`config.mk`:
```
export PLATFORM = sky130hd
export DESIGN_NAME = autorange_four_digit_formatter_flat
export DESIGN_NICKNAME = d
export VERILOG_FILES = /design/src/rtl/afd_pkg.sv /design/src/rtl/afd_if.sv /design/src/rtl/autorange_four_digit_formatter.sv /design/src/rtl/afd_bcd_cell.sv /design/src/rtl/afd_range_sel.sv /design/src/flat_wrapper.sv
export SDC_FILE = /design/constraint.sdc
export NUM_CORES = 1
export LEC_CHECK = 0
export BUFFER_PORTS_ARGS = -buffer_cell sky130_fd_sc_hd__buf_4
export CAP_MARGIN = 20
export CORE_ASPECT_RATIO = 1.2
export CORE_UTILIZATION = 50
export DETAILED_ROUTE_END_ITERATION = 10
export PLACE_DENSITY = 0.74
export SETUP_SLACK_MARGIN = 0.05
export SYNTH_ARGS = -nofsm -noshare
export SYNTH_HDL_FRONTEND = slang
export SYNTH_SLANG_ARGS = --single-unit
```
`constraint.sdc`:
```
create_clock -name clk_i -period 5.4 [get_ports clk_i]
set_input_delay 0.27 -clock clk_i [delete_from_list [all_inputs] [get_ports clk_i]]
set_output_delay 0.27 -clock clk_i [all_outputs]
set_load 0.01 [all_outputs]
```
`src/rtl/afd_pkg.sv`:
```
// Package for the autoranging four-digit formatter.
// Holds the value width, digit counts, shared types and the sequencer states.
// No dependencies.
package afd_pkg;

  localparam int unsigned VALUE_BITS = 32;
  localparam int unsigned READING_W  = 32;

  // Decimal digits needed for the largest value of VALUE_BITS bits.
  localparam int unsigned NUM_DIGITS = (VALUE_BITS * 30103) / 100000 + 1;
  localparam int unsigned DIG_IDX_W  = $clog2(NUM_DIGITS);
  localparam int unsigned CNT_W      = $clog2(VALUE_BITS);

  localparam int unsigned SHOWN_DIGITS = 4;
  localparam int unsigned STEP_W       = 3;
  localparam int unsigned POINT_W      = 2;
  localparam int unsigned STEP_MAX     = 7;
  localparam int unsigned POINT_LAST   = 3;

  typedef logic [3:0] digit_t;
  typedef digit_t [NUM_DIGITS-1:0] digit_vec_t;

  // Control that the sequencer broadcasts to every digit cell.
  typedef struct packed {
    logic clear;
    logic shift;
  } cell_ctrl_t;

  typedef struct packed {
    digit_t               digit_3;
    digit_t               digit_2;
    digit_t               digit_1;
    digit_t               digit_0;
    logic [POINT_W-1:0]   point_after;
    logic [STEP_W-1:0]    range_step;
  } result_t;

  typedef enum logic [1:0] {
    ST_IDLE,
    ST_SHIFT,
    ST_EMIT
  } state_e;

endpackage

```
`src/rtl/afd_if.sv`:
```
// Handshake interfaces for the formatter's input and result channels.
// Depend on afd_pkg for the payload widths.
interface afd_in_if;
  logic                              valid;
  logic                              ready;
  logic [afd_pkg::READING_W-1:0]     reading;

  modport source (output valid, output reading, input ready);
  modport sink   (input valid, input reading, output ready);
endinterface

interface afd_out_if;
  logic                              valid;
  logic                              ready;
  afd_pkg::digit_t                   digit_3;
  afd_pkg::digit_t                   digit_2;
  afd_pkg::digit_t                   digit_1;
  afd_pkg::digit_t                   digit_0;
  logic [afd_pkg::POINT_W-1:0]       point_after;
  logic [afd_pkg::STEP_W-1:0]        range_step;

  modport source (output valid, output digit_3, output digit_2, output digit_1,
                  output digit_0, output point_after, output range_step, input ready);
  modport sink   (input valid, input digit_3, input digit_2, input digit_1,
                  input digit_0, input point_after, input range_step, output ready);
endinterface

```
`src/rtl/autorange_four_digit_formatter.sv`:
```
// Top level of the autoranging four-digit formatter: sequencer, digit cell chain
// and result register. Depends on afd_pkg, afd_if, afd_bcd_cell and afd_range_sel.
//
//   channel  | direction | payload
//   ---------+-----------+--------------------------------------------------
//   in_i     | sink      | reading
//   out_o    | source    | digit_3..digit_0, point_after, range_step
//
// A result is registered after the input transfer, once every bit has gone, one bit per
// cycle, through the digit cell chain and the range select has loaded the result register.
// The next reading is taken in the idle state after that, so readings are converted one at a time.
// The result register frees the converter, so a new reading is taken while the
// previous result still waits; a stalled output holds the converter in its last state.
// Reset clears the sequencer and the output valid flag.
module autorange_four_digit_formatter (
  input  logic    clk_i,
  input  logic    rst_ni,
  afd_in_if.sink    in_i,
  afd_out_if.source out_o
);
  import afd_pkg::*;

  state_e                state_q, state_d;
  logic [CNT_W-1:0]      cnt_q, cnt_d;
  logic [VALUE_BITS-1:0] value_q, value_d;
  logic                  out_valid_q, out_valid_d;
  result_t               result_q, result_d;

  cell_ctrl_t            cell_ctrl;
  logic [NUM_DIGITS:0]   carry;
  digit_vec_t            digits;
  result_t               selected;
  logic                  in_xfer;
  logic                  out_load;

  assign in_i.ready = (state_q == ST_IDLE);
  assign in_xfer    = in_i.valid && in_i.ready;
  assign out_load   = (state_q == ST_EMIT) && (!out_valid_q || out_o.ready);

  always_comb begin
    state_d         = state_q;
    cnt_d           = cnt_q;
    value_d         = value_q;
    cell_ctrl.clear = 1'b0;
    cell_ctrl.shift = 1'b0;
    case (state_q)
      ST_IDLE: begin
        if (in_xfer) begin
          value_d         = VALUE_BITS'(in_i.reading);
          cnt_d           = '0;
          cell_ctrl.clear = 1'b1;
          state_d         = ST_SHIFT;
        end
      end
      ST_SHIFT: begin
        cell_ctrl.shift = 1'b1;
        value_d         = {value_q[VALUE_BITS-2:0], 1'b0};
        cnt_d           = cnt_q + CNT_W'(1);
        if (cnt_q == CNT_W'(VALUE_BITS - 1)) begin
          state_d = ST_EMIT;
        end
      end
      ST_EMIT: begin
        if (out_load) begin
          state_d = ST_IDLE;
        end
      end
      default: begin
        state_d = ST_IDLE;
      end
    endcase
  end

  always_ff @(posedge clk_i or negedge rst_ni) begin
    if (!rst_ni) begin
      state_q <= ST_IDLE;
      cnt_q   <= '0;
    end else begin
      state_q <= state_d;
      cnt_q   <= cnt_d;
    end
  end

  always_ff @(posedge clk_i) begin
    value_q  <= value_d;
    result_q <= result_d;
  end

  // The most significant remaining bit enters the least significant digit.
  assign carry[0] = value_q[VALUE_BITS-1];

  for (genvar g = 0; g < NUM_DIGITS; g++) begin : g_cell
    afd_bcd_cell u_cell (
      .clk_i   (clk_i),
      .rst_ni  (rst_ni),
      .ctrl_i  (cell_ctrl),
      .carry_i (carry[g]),
      .carry_o (carry[g+1]),
      .digit_o (digits[g])
    );
  end

  afd_range_sel u_range_sel (
    .digits_i (digits),
    .result_o (selected)
  );

  always_comb begin
    out_valid_d = out_valid_q;
    result_d    = result_q;
    if (out_o.valid && out_o.ready) begin
      out_valid_d = 1'b0;
    end
    if (out_load) begin
      out_valid_d = 1'b1;
      result_d    = selected;
    end
  end

  always_ff @(posedge clk_i or negedge rst_ni) begin
    if (!rst_ni) begin
      out_valid_q <= 1'b0;
    end else begin
      out_valid_q <= out_valid_d;
    end
  end

  assign out_o.valid       = out_valid_q;
  assign out_o.digit_3     = result_q.digit_3;
  assign out_o.digit_2     = result_q.digit_2;
  assign out_o.digit_1     = result_q.digit_1;
  assign out_o.digit_0     = result_q.digit_0;
  assign out_o.point_after = result_q.point_after;
  assign out_o.range_step  = result_q.range_step;

  // The top carry would only be set by a value beyond the digit count.
  logic unused_carry;
  assign unused_carry = carry[NUM_DIGITS];

endmodule

```
`src/rtl/afd_bcd_cell.sv`:
```
// One decimal digit cell of the shift-and-add-three converter chain.
// Depends on afd_pkg for the digit and control types.
module afd_bcd_cell (
  input  logic                 clk_i,
  input  logic                 rst_ni,
  input  afd_pkg::cell_ctrl_t  ctrl_i,
  input  logic                 carry_i,
  output logic                 carry_o,
  output afd_pkg::digit_t      digit_o
);
  import afd_pkg::*;

  digit_t digit_q, digit_d;
  digit_t adjusted;

  // A digit of five or more would exceed nine after doubling, so add three first.
  always_comb begin
    adjusted = (digit_q >= 4'd5) ? digit_q + 4'd3 : digit_q;
    carry_o  = adjusted[3];
    digit_d  = digit_q;
    if (ctrl_i.clear) begin
      digit_d = '0;
    end else if (ctrl_i.shift) begin
      digit_d = {adjusted[2:0], carry_i};
    end
  end

  always_ff @(posedge clk_i or negedge rst_ni) begin
    if (!rst_ni) begin
      digit_q <= '0;
    end else begin
      digit_q <= digit_d;
    end
  end

  assign digit_o = digit_q;

endmodule

```
`src/rtl/afd_range_sel.sv`:
```
// Range selection: finds the leading decimal digit and picks the four shown digits.
// Depends on afd_pkg for the digit vector and result types.
module afd_range_sel (
  input  afd_pkg::digit_vec_t  digits_i,
  output afd_pkg::result_t     result_o
);
  import afd_pkg::*;

  logic [DIG_IDX_W-1:0] top_idx;
  logic [DIG_IDX_W-1:0] low_idx;
  logic [DIG_IDX_W:0]   step_full;
  digit_t               shown [SHOWN_DIGITS];

  always_comb begin
    top_idx = '0;
    for (int i = 0; i < NUM_DIGITS; i++) begin
      if (digits_i[i] != 4'd0) begin
        top_idx = DIG_IDX_W'(i);
      end
    end

    // Readings with four digits or fewer are shown undivided.
    low_idx   = (top_idx >= DIG_IDX_W'(SHOWN_DIGITS - 1)) ?
                top_idx - DIG_IDX_W'(SHOWN_DIGITS - 1) : '0;
    step_full = {1'b0, low_idx} + (DIG_IDX_W+1)'(1);

    for (int k = 0; k < SHOWN_DIGITS; k++) begin
      shown[k] = digits_i[low_idx + DIG_IDX_W'(k)];
    end

    result_o.digit_3 = shown[3];
    result_o.digit_2 = shown[2];
    result_o.digit_1 = shown[1];
    result_o.digit_0 = shown[0];
    result_o.range_step = (step_full > (DIG_IDX_W+1)'(STEP_MAX)) ?
                          STEP_W'(STEP_MAX) : STEP_W'(step_full);
    result_o.point_after = (step_full <= (DIG_IDX_W+1)'(POINT_LAST)) ?
                           POINT_W'(step_full) : '0;
  end

endmodule
```
`src/flat_wrapper.sv`:
```
// flat-port wrapper written by rule: the top's interface ports become plain ports
module autorange_four_digit_formatter_flat import afd_pkg::*;
  (clk_i, rst_ni, in_i_valid, in_i_reading, in_i_ready, out_o_valid, out_o_digit_3, out_o_digit_2, out_o_digit_1, out_o_digit_0, out_o_point_after, out_o_range_step, out_o_ready);
  afd_in_if in_i_i ();
  afd_out_if out_o_i ();
  input  logic clk_i;
  input  logic rst_ni;
  input wire logic [$bits(in_i_i.valid)-1:0] in_i_valid;
  input wire logic [$bits(in_i_i.reading)-1:0] in_i_reading;
  output wire logic [$bits(in_i_i.ready)-1:0] in_i_ready;
  output wire logic [$bits(out_o_i.valid)-1:0] out_o_valid;
  output wire logic [$bits(out_o_i.digit_3)-1:0] out_o_digit_3;
  output wire logic [$bits(out_o_i.digit_2)-1:0] out_o_digit_2;
  output wire logic [$bits(out_o_i.digit_1)-1:0] out_o_digit_1;
  output wire logic [$bits(out_o_i.digit_0)-1:0] out_o_digit_0;
  output wire logic [$bits(out_o_i.point_after)-1:0] out_o_point_after;
  output wire logic [$bits(out_o_i.range_step)-1:0] out_o_range_step;
  input wire logic [$bits(out_o_i.ready)-1:0] out_o_ready;
  assign in_i_i.valid = in_i_valid;
  assign in_i_i.reading = in_i_reading;
  assign in_i_ready = in_i_i.ready;
  assign out_o_valid = out_o_i.valid;
  assign out_o_digit_3 = out_o_i.digit_3;
  assign out_o_digit_2 = out_o_i.digit_2;
  assign out_o_digit_1 = out_o_i.digit_1;
  assign out_o_digit_0 = out_o_i.digit_0;
  assign out_o_point_after = out_o_i.point_after;
  assign out_o_range_step = out_o_i.range_step;
  assign out_o_i.ready = out_o_ready;
  autorange_four_digit_formatter u_core (.clk_i(clk_i), .rst_ni(rst_ni), .in_i(in_i_i), .out_o(out_o_i));
endmodule
```
==> results.yml, run 1 <==
sta:
  fmax_mhz: 201
  setup_viol_count_final: 0
  worstMarginPinSlew_ns: 0.714
  rsz0062_at_grt: "no"
  fin_crit_sh_pct: 92.0
  hold_viol: 0
  slew_viol_final: 0
  setup_tns_ns: 0
  fin_ws_ns: 0.431
  skew_ns: 0.0114
  max_slew_margin_pct: 52.4
  min_period_ns: 4.97
critical_path:
  rr_startpoint: "u_core.g_cell[3].u_cell.digit_o[0]$_DFFE_PN0P_"
  crit_path_end_kind: "register"
  cpMaxStageDelayCell: "dfrtp_1"
  rrSetupSlack_ns: 0.43
  cp_data_arrival_time_ns: 5.06
  crit_chain: "inv_1 > ha_1 > nor3b_4 > o311a_1 > o21a_2 > inv_1 > ha_1 > nor4b_2 > nand2_2 > nand2_4 > inv_2 > ha_1 > nor2b_1 > nand2_1 > a41oi_1 > or4_1 > nor2_1 > a211oi_1 > a2bb2oi_1"
  cp_common_cell: "ha_1"
  cp-start-kind: "register"
  critPathRequiredTime_ns: 5.49
  criticalPathCategory: "reg2reg"
  cp_slowest_stage_delay_ns: 0.48
  r2r_cells: 19
  crit_end: "u_core.out_o.digit_1[1]$_DFFE_PP_"
  r2r_end: "u_core.out_o.digit_1[1]$_DFFE_PP_"
  path_max_fanout: 15
  critPathLaunch: "u_core.g_cell[3].u_cell.digit_o[0]$_DFFE_PN0P_"
placed_design:
  place_congestion: 0.984
  place_area_um2: 7180
  numPortBuffers: 58
  dp.cells: 884
  dp_hpwl_mm: 13.5
  preCtsSetupSlack_ns: 0.231
die:
  start_util_pct: 52.1
  die_x_um: 108
  die_h_um: 129
  rows: 45
  pin_count: 59
  dieArea_um2: 13900
  core-area_um2: 12800
cts:
  cts_buffers: 9
  clk_latency_ns: 0.35
  htreeDepth: 3
  postCtsSetupRepairBufs: 0
  cts_sinks: 101
  root_buffer: "clkbuf_16"
  clkSlewWorstSetupHoldPaths_ns: 0.08
  cts_tree: "yes"
  clockBufferDepth: 2
yosys:
  syn_nets: 766
  yosys_warnings: 0
  ys_ff_latch: 101
  synth_edf_count: 53
  synth_area_um2: 6690
  syn_avg_cell_area_um2: 9.54
  ys_seq_area_share_pct: 41.7
  async_flop_share_pct: 47.5
  ys.flop_type: "edfxtp_1"
  synth_cell_types: 73
  syn-instance-count: 702
power:
  p_leak_uw: 0.00314
  power_uw: 5150
  powerDensity_nw_per_um2: 684
  vdd_ir_drop_max_uv: 290
layout:
  fin_cells: 902
  n_antenna_cell: 0
  finish.instance_area_um2: 7530
  nNetsFinal: 797
  final_layout_size_suffix_gt1_share_pct: 18.3
  syn2layout_area_growth_pct: 12.4
route:
  drtAntennaViolNets: 0
  routedWlPerCell_um: 20.6
  wirelength_mm: 18.6
  drtIter0Drc: 381
  drc: 0
  vias: 5565
  viasPerCell: 6.17
  first_pass_iters: 5
global_routing:
  grt_pass1_vias: 5534
  grt_max_degree: 73
  grt_usage_pct: 28.5
  overflow: 0
  grt_pass1_wl_mm: 29.7
  antenna_found_initial: 0
min_path:
  hold_path.class: "in2reg"
run:
  max_cap_viol_count: 0
run_status:
  status: "finished clean"
cell families after synthesis:
family | count (synthesis) | synth area share, %
fa+ha+maj | 28 | 5.23
flops | 101 | 41.7
xor+xnor | 16 | 2.21
mux | 39 | 8.21
simple gates | 256 | 18.9
compound gates | 179 | 17.9
buf+inv | 83 | 5.83
layout by cell type, fill, tap and decap left out, types with 14 or more instances in the layout:
cell and instances:
o21ai_0 39, mux2i_1 20, buf_4 75, ha_1 28, nand2_1 130, nor2_1 33
nand3_1 23, o22ai_1 19, a21oi_1 39, o31ai_1 14, edfxtp_1 53, dfrtp_1 48
inv_1 23
how the worst min path moves through the flow:
stage	to	cells after the start	slack, ns	startpoint
floorplan	u_core.cnt_q[0]$_DFFE_PN0P_	0	-0.03	rst_ni
global placement	u_core.state_q[0]$_DFFE_PN0P_	1	0.32	rst_ni
detailed placement	u_core.cnt_q[2]$_DFFE_PN0P_	1	0.33	rst_ni
CTS	u_core.value_q[13]$_DFFE_PP_	3	0.17	in_i_reading[13]
global route	u_core.value_q[23]$_DFFE_PP_	3	0.19	in_i_reading[23]
finish	u_core.value_q[25]$_DFFE_PP_	3	0.18	in_i_reading[25]
critical path: cells and delay by family (launching register included):
kind / cells / cell delay, ns
AO/OA/AOI/OAI: 5 / 0.90
adder cells (fa/ha/maj): 3 / 0.86
buffers and inverters: 3 / 0.42
flip-flops: 1 / 0.48
AND/OR/NAND/NOR: 8 / 2.03
Yosys cell counts (3+ instances only):
cell,number,share of area (%)
nand2_1,130,7.3
mux2i_1,20,3.0
edfxtp_1,53,24
nor3_1,6,0.45
and2_1,4,0.37
o31ai_1,14,1.6
nor3b_2,5,0.93
a211oi_1,9,1.0
o21ai_0,39,2.9
a22o_1,3,0.39
mux2_2,6,1.0
ha_1,28,5.2
inv_1,24,1.3
clkbuf_1,32,1.8
a21oi_1,39,2.9
a22oi_1,6,0.67
a32o_1,10,1.5
nand2b_1,14,1.3
o21ai_1,3,0.22
a211o_1,3,0.39
xor2_1,4,0.52
xnor2_1,11,1.4
nand4_1,3,0.28
o22ai_1,19,1.8
nor2b_1,7,0.65
a31oi_1,3,0.28
dfrtp_1,48,18
o211ai_1,7,0.79
nor2_1,33,1.9
nand3_1,23,1.7
nor3b_1,8,0.90
mux4_2,12,4.0
buf_6,8,1.3
buf_2,12,0.90
buf_1,4,0.22
power breakdown:
part,total [uW],leakage (uW),switching (uW),internal [uW]
sequential,1580,0.00114,364,1210
clock,678,0.000146,313,366
combinational,2890,0.00185,1670,1220
routing by layer:
| layer | vias up | GRT usage [%] | part of all wire [%] |
|---|---|---|---|
| li1 | 2617 | - | - |
| met1 | 2690 | 35.3 | 41 |
| met2 | 202 | 47.1 | 49 |
| met5 | - | 0 | 0 |
| met3 | 56 | 4.86 | 5.3 |
| met4 | 0 | 15.8 | 4.7 |
layout make-up:
cell class	count	area, um^2
timing repair buffer	77	588
inverter	26	97.6
tap	164	205
fill	1154	5310
multi-input combinational	518	3540
clock buffer	9	225
clock inverter	7	78.8
sequential	101	2790
stage by stage:
stage | hold slack [ns] | util, %
after floorplan | -0.0256 | -
after global placement | 0.315 | 55.9
after detailed placement | 0.330 | 55.9
after CTS | 0.174 | 58.4
after global routing | 0.186 | 58.6
final | 0.182 | 58.6
registers in the layout (all words and copies together), names as in the netlist, 3 cells and up:
name                          flops
u_core.out_o.digit_1              4
u_core.out_o.digit_3              4
u_core.g_cell.u_cell.digit_o     40
u_core.out_o.range_step           3
u_core.value_q                   32
u_core.out_o.digit_0              4
u_core.out_o.digit_2              4
u_core.cnt_q                      5
what timing repair did:
| action | CTS | global route |
|---|---|---|
| setup endpoints to repair | 0 | 6 |
| hold endpoints to repair | 48 | 0 |
| resized for setup | 0 | 3 |
| hold buffers | 1 | 0 |
Note: power is estimated with default switching activity, not from simulation.
==> run 2: changes to the inputs <==
- CORE_UTILIZATION: 50 -> 60
- PLACE_DENSITY: 0.74 -> 0.85
==> results.yml, run 2 (synthesis gave the netlist of run 1 again) <==
run_status:
  status: "finished with violations"
  violations: "design-rule violations"
layout:
  nNetsFinal: 796
  fin_cells: 866
  syn2layout_area_growth_pct: 11.5
  final_layout_size_suffix_gt1_share_pct: 18.2
  layout_common_cells: "nand2_1, buf_4, edfxtp_1"
  layout_commonest_cell: "nand2_1"
  largest_register_ffs: 40
  n_antenna_cell: 0
global_routing:
  grt_usage_pct: 33.7
  antenna_found_initial: 0
  overflow: 0
  grt_pass1_vias: 5608
  grt_pass1_wl_mm: 29.9
  grt_max_degree: 73
sta:
  min_period_ns: 4.98
  worstMarginPinSlew_ns: 1.06
  slew_viol_final: 0
  max_slew_margin_pct: 29.5
  fmax_mhz: 201
  setup_tns_ns: 0
  fin_crit_sh_pct: 92.3
  whs_ns: 0.183
  setup_viol_count_final: 0
  skew_ns: 0.00615
  rsz0062_at_grt: "no"
  hold_viol: 0
cts:
  clk_latency_ns: 0.35
  root_buffer: "clkbuf_16"
  cts_buffers: 9
  cts_tree: "yes"
  clkSlewWorstSetupHoldPaths_ns: 0.08
  clockBufferDepth: 2
  htreeDepth: 3
  cts_sinks: 101
critical_path:
  r2r_cells: 19
  critPathRequiredTime_ns: 5.50
  crit_path_end_kind: "register"
  cp_common_cell: "ha_1"
  cpMaxStageDelayCell: "dfrtp_1"
  path_max_fanout: 15
  cp_slowest_stage_delay_ns: 0.49
  cp-start-kind: "register"
  crit_chain: "inv_1 > ha_1 > nor3b_2 > o311a_1 > o21a_2 > inv_1 > ha_1 > nor4b_2 > nand2_2 > nand2_4 > inv_2 > ha_1 > nor2b_1 > nand2_1 > a41oi_1 > or4_1 > nor2_1 > a211oi_1 > a2bb2oi_1"
  criticalPathCategory: "reg2reg"
  cp_data_arrival_time_ns: 5.08
die:
  die_x_um: 98.4
  die_h_um: 118
  start_util_pct: 62.7
  core-area_um2: 10700
  rows: 41
  pin_count: 59
  dieArea_um2: 11600
route:
  vias: 5707
  routedWlPerCell_um: 21.9
  wirelength_mm: 19.0
  drtAntennaViolNets: 0
  first_pass_iters: 10
  drtIter0Drc: 451
  drc: 3
  viasPerCell: 6.59
placed_design:
  numPortBuffers: 58
  place_congestion: 0.999
  dp.cells: 848
  dp_hpwl_mm: 13.6
power:
  vdd_ir_drop_max_uv: 385
  p_leak_uw: 0.00313
  powerDensity_nw_per_um2: 687
run:
  max_cap_viol_count: 0
min_path:
  min_path_cells: 3
  hold_path.class: "in2reg"
## run 2: where the power goes
group          internal [uW]  total (uW)  switching (uW)  leakage (uW)
clock network            325         653             328      0.000147
logic                   1220        2860            1640       0.00184
registers               1210        1620             404       0.00114
total                   2760        5130            2370       0.00313
## run 2: repair_timing
action	CTS	global route
buffers inserted	0	0
endpoints found under the setup margin	0	2
hold buffers	1	0
resized for setup	0	1
hold endpoints to repair	48	0
## run 2: cell type report
class	instances	area (um^2)
inverters	26	97.6
clock buffers	9	225
fillers	811	3210
clock inverters	7	65.1
repair buffers	76	591
flip-flops and latches	101	2790
multi-input cells	518	3530
well taps	129	161
## run 2: worst paths after layout
check / start / endpoint / slack [ns]
setup / recovery: u_core.g_cell[3].u_cell.digit_o[0]$_DFFE_PN0P_ / u_core.out_o.digit_1[1]$_DFFE_PP_ / 0.42
hold / removal: in_i_reading[28] / u_core.value_q[28]$_DFFE_PP_ / 0.18
setup reg to reg: u_core.g_cell[3].u_cell.digit_o[0]$_DFFE_PN0P_ / u_core.out_o.digit_1[1]$_DFFE_PP_ / 0.42
hold reg to reg: u_core.value_q[31]$_DFFE_PP_ / u_core.g_cell[0].u_cell.digit_o[0]$_DFFE_PN0P_ / 0.48
max in group asynchronous: rst_ni / u_core.g_cell[9].u_cell.digit_o[2]$_DFFE_PN0P_ / 4.50
min in group asynchronous: rst_ni / u_core.cnt_q[3]$_DFFE_PN0P_ / 0.47
## run 2: layer usage
| metal | wire length (um) | up-vias | GRT usage [%] |
|---|---|---|---|
| li1 | - | 2621 | - |
| met1 | 7330 | 2729 | 41.8 |
| met2 | 9300 | 290 | 56.2 |
| met3 | 1330 | 67 | 4.93 |
| met4 | 1020 | 0 | 18.9 |
| met5 | 0 | - | 0 |
## run 2: per-stage QoR
step                      area (um^2)  total power (uW)  util, %  setup slack (ns)
after floorplan                  6690              3670        -             0.564
after global placement           7130              4310     66.8             0.472
after detailed placement         7130              4410     66.8             0.318
after CTS                        7430              5070     69.6             0.305
after global routing             7460              5450     69.9            0.0922
final                            7460              5130     69.9             0.418
## run 2: critical path: cells and delay by family (launching register included)
kind,cells,cell delay [ns]
AO/OA/AOI/OAI,5,0.92
flip-flops,1,0.49
adder cells (fa/ha/maj),3,0.87
AND/OR/NAND/NOR,8,2.03
buffers and inverters,3,0.42
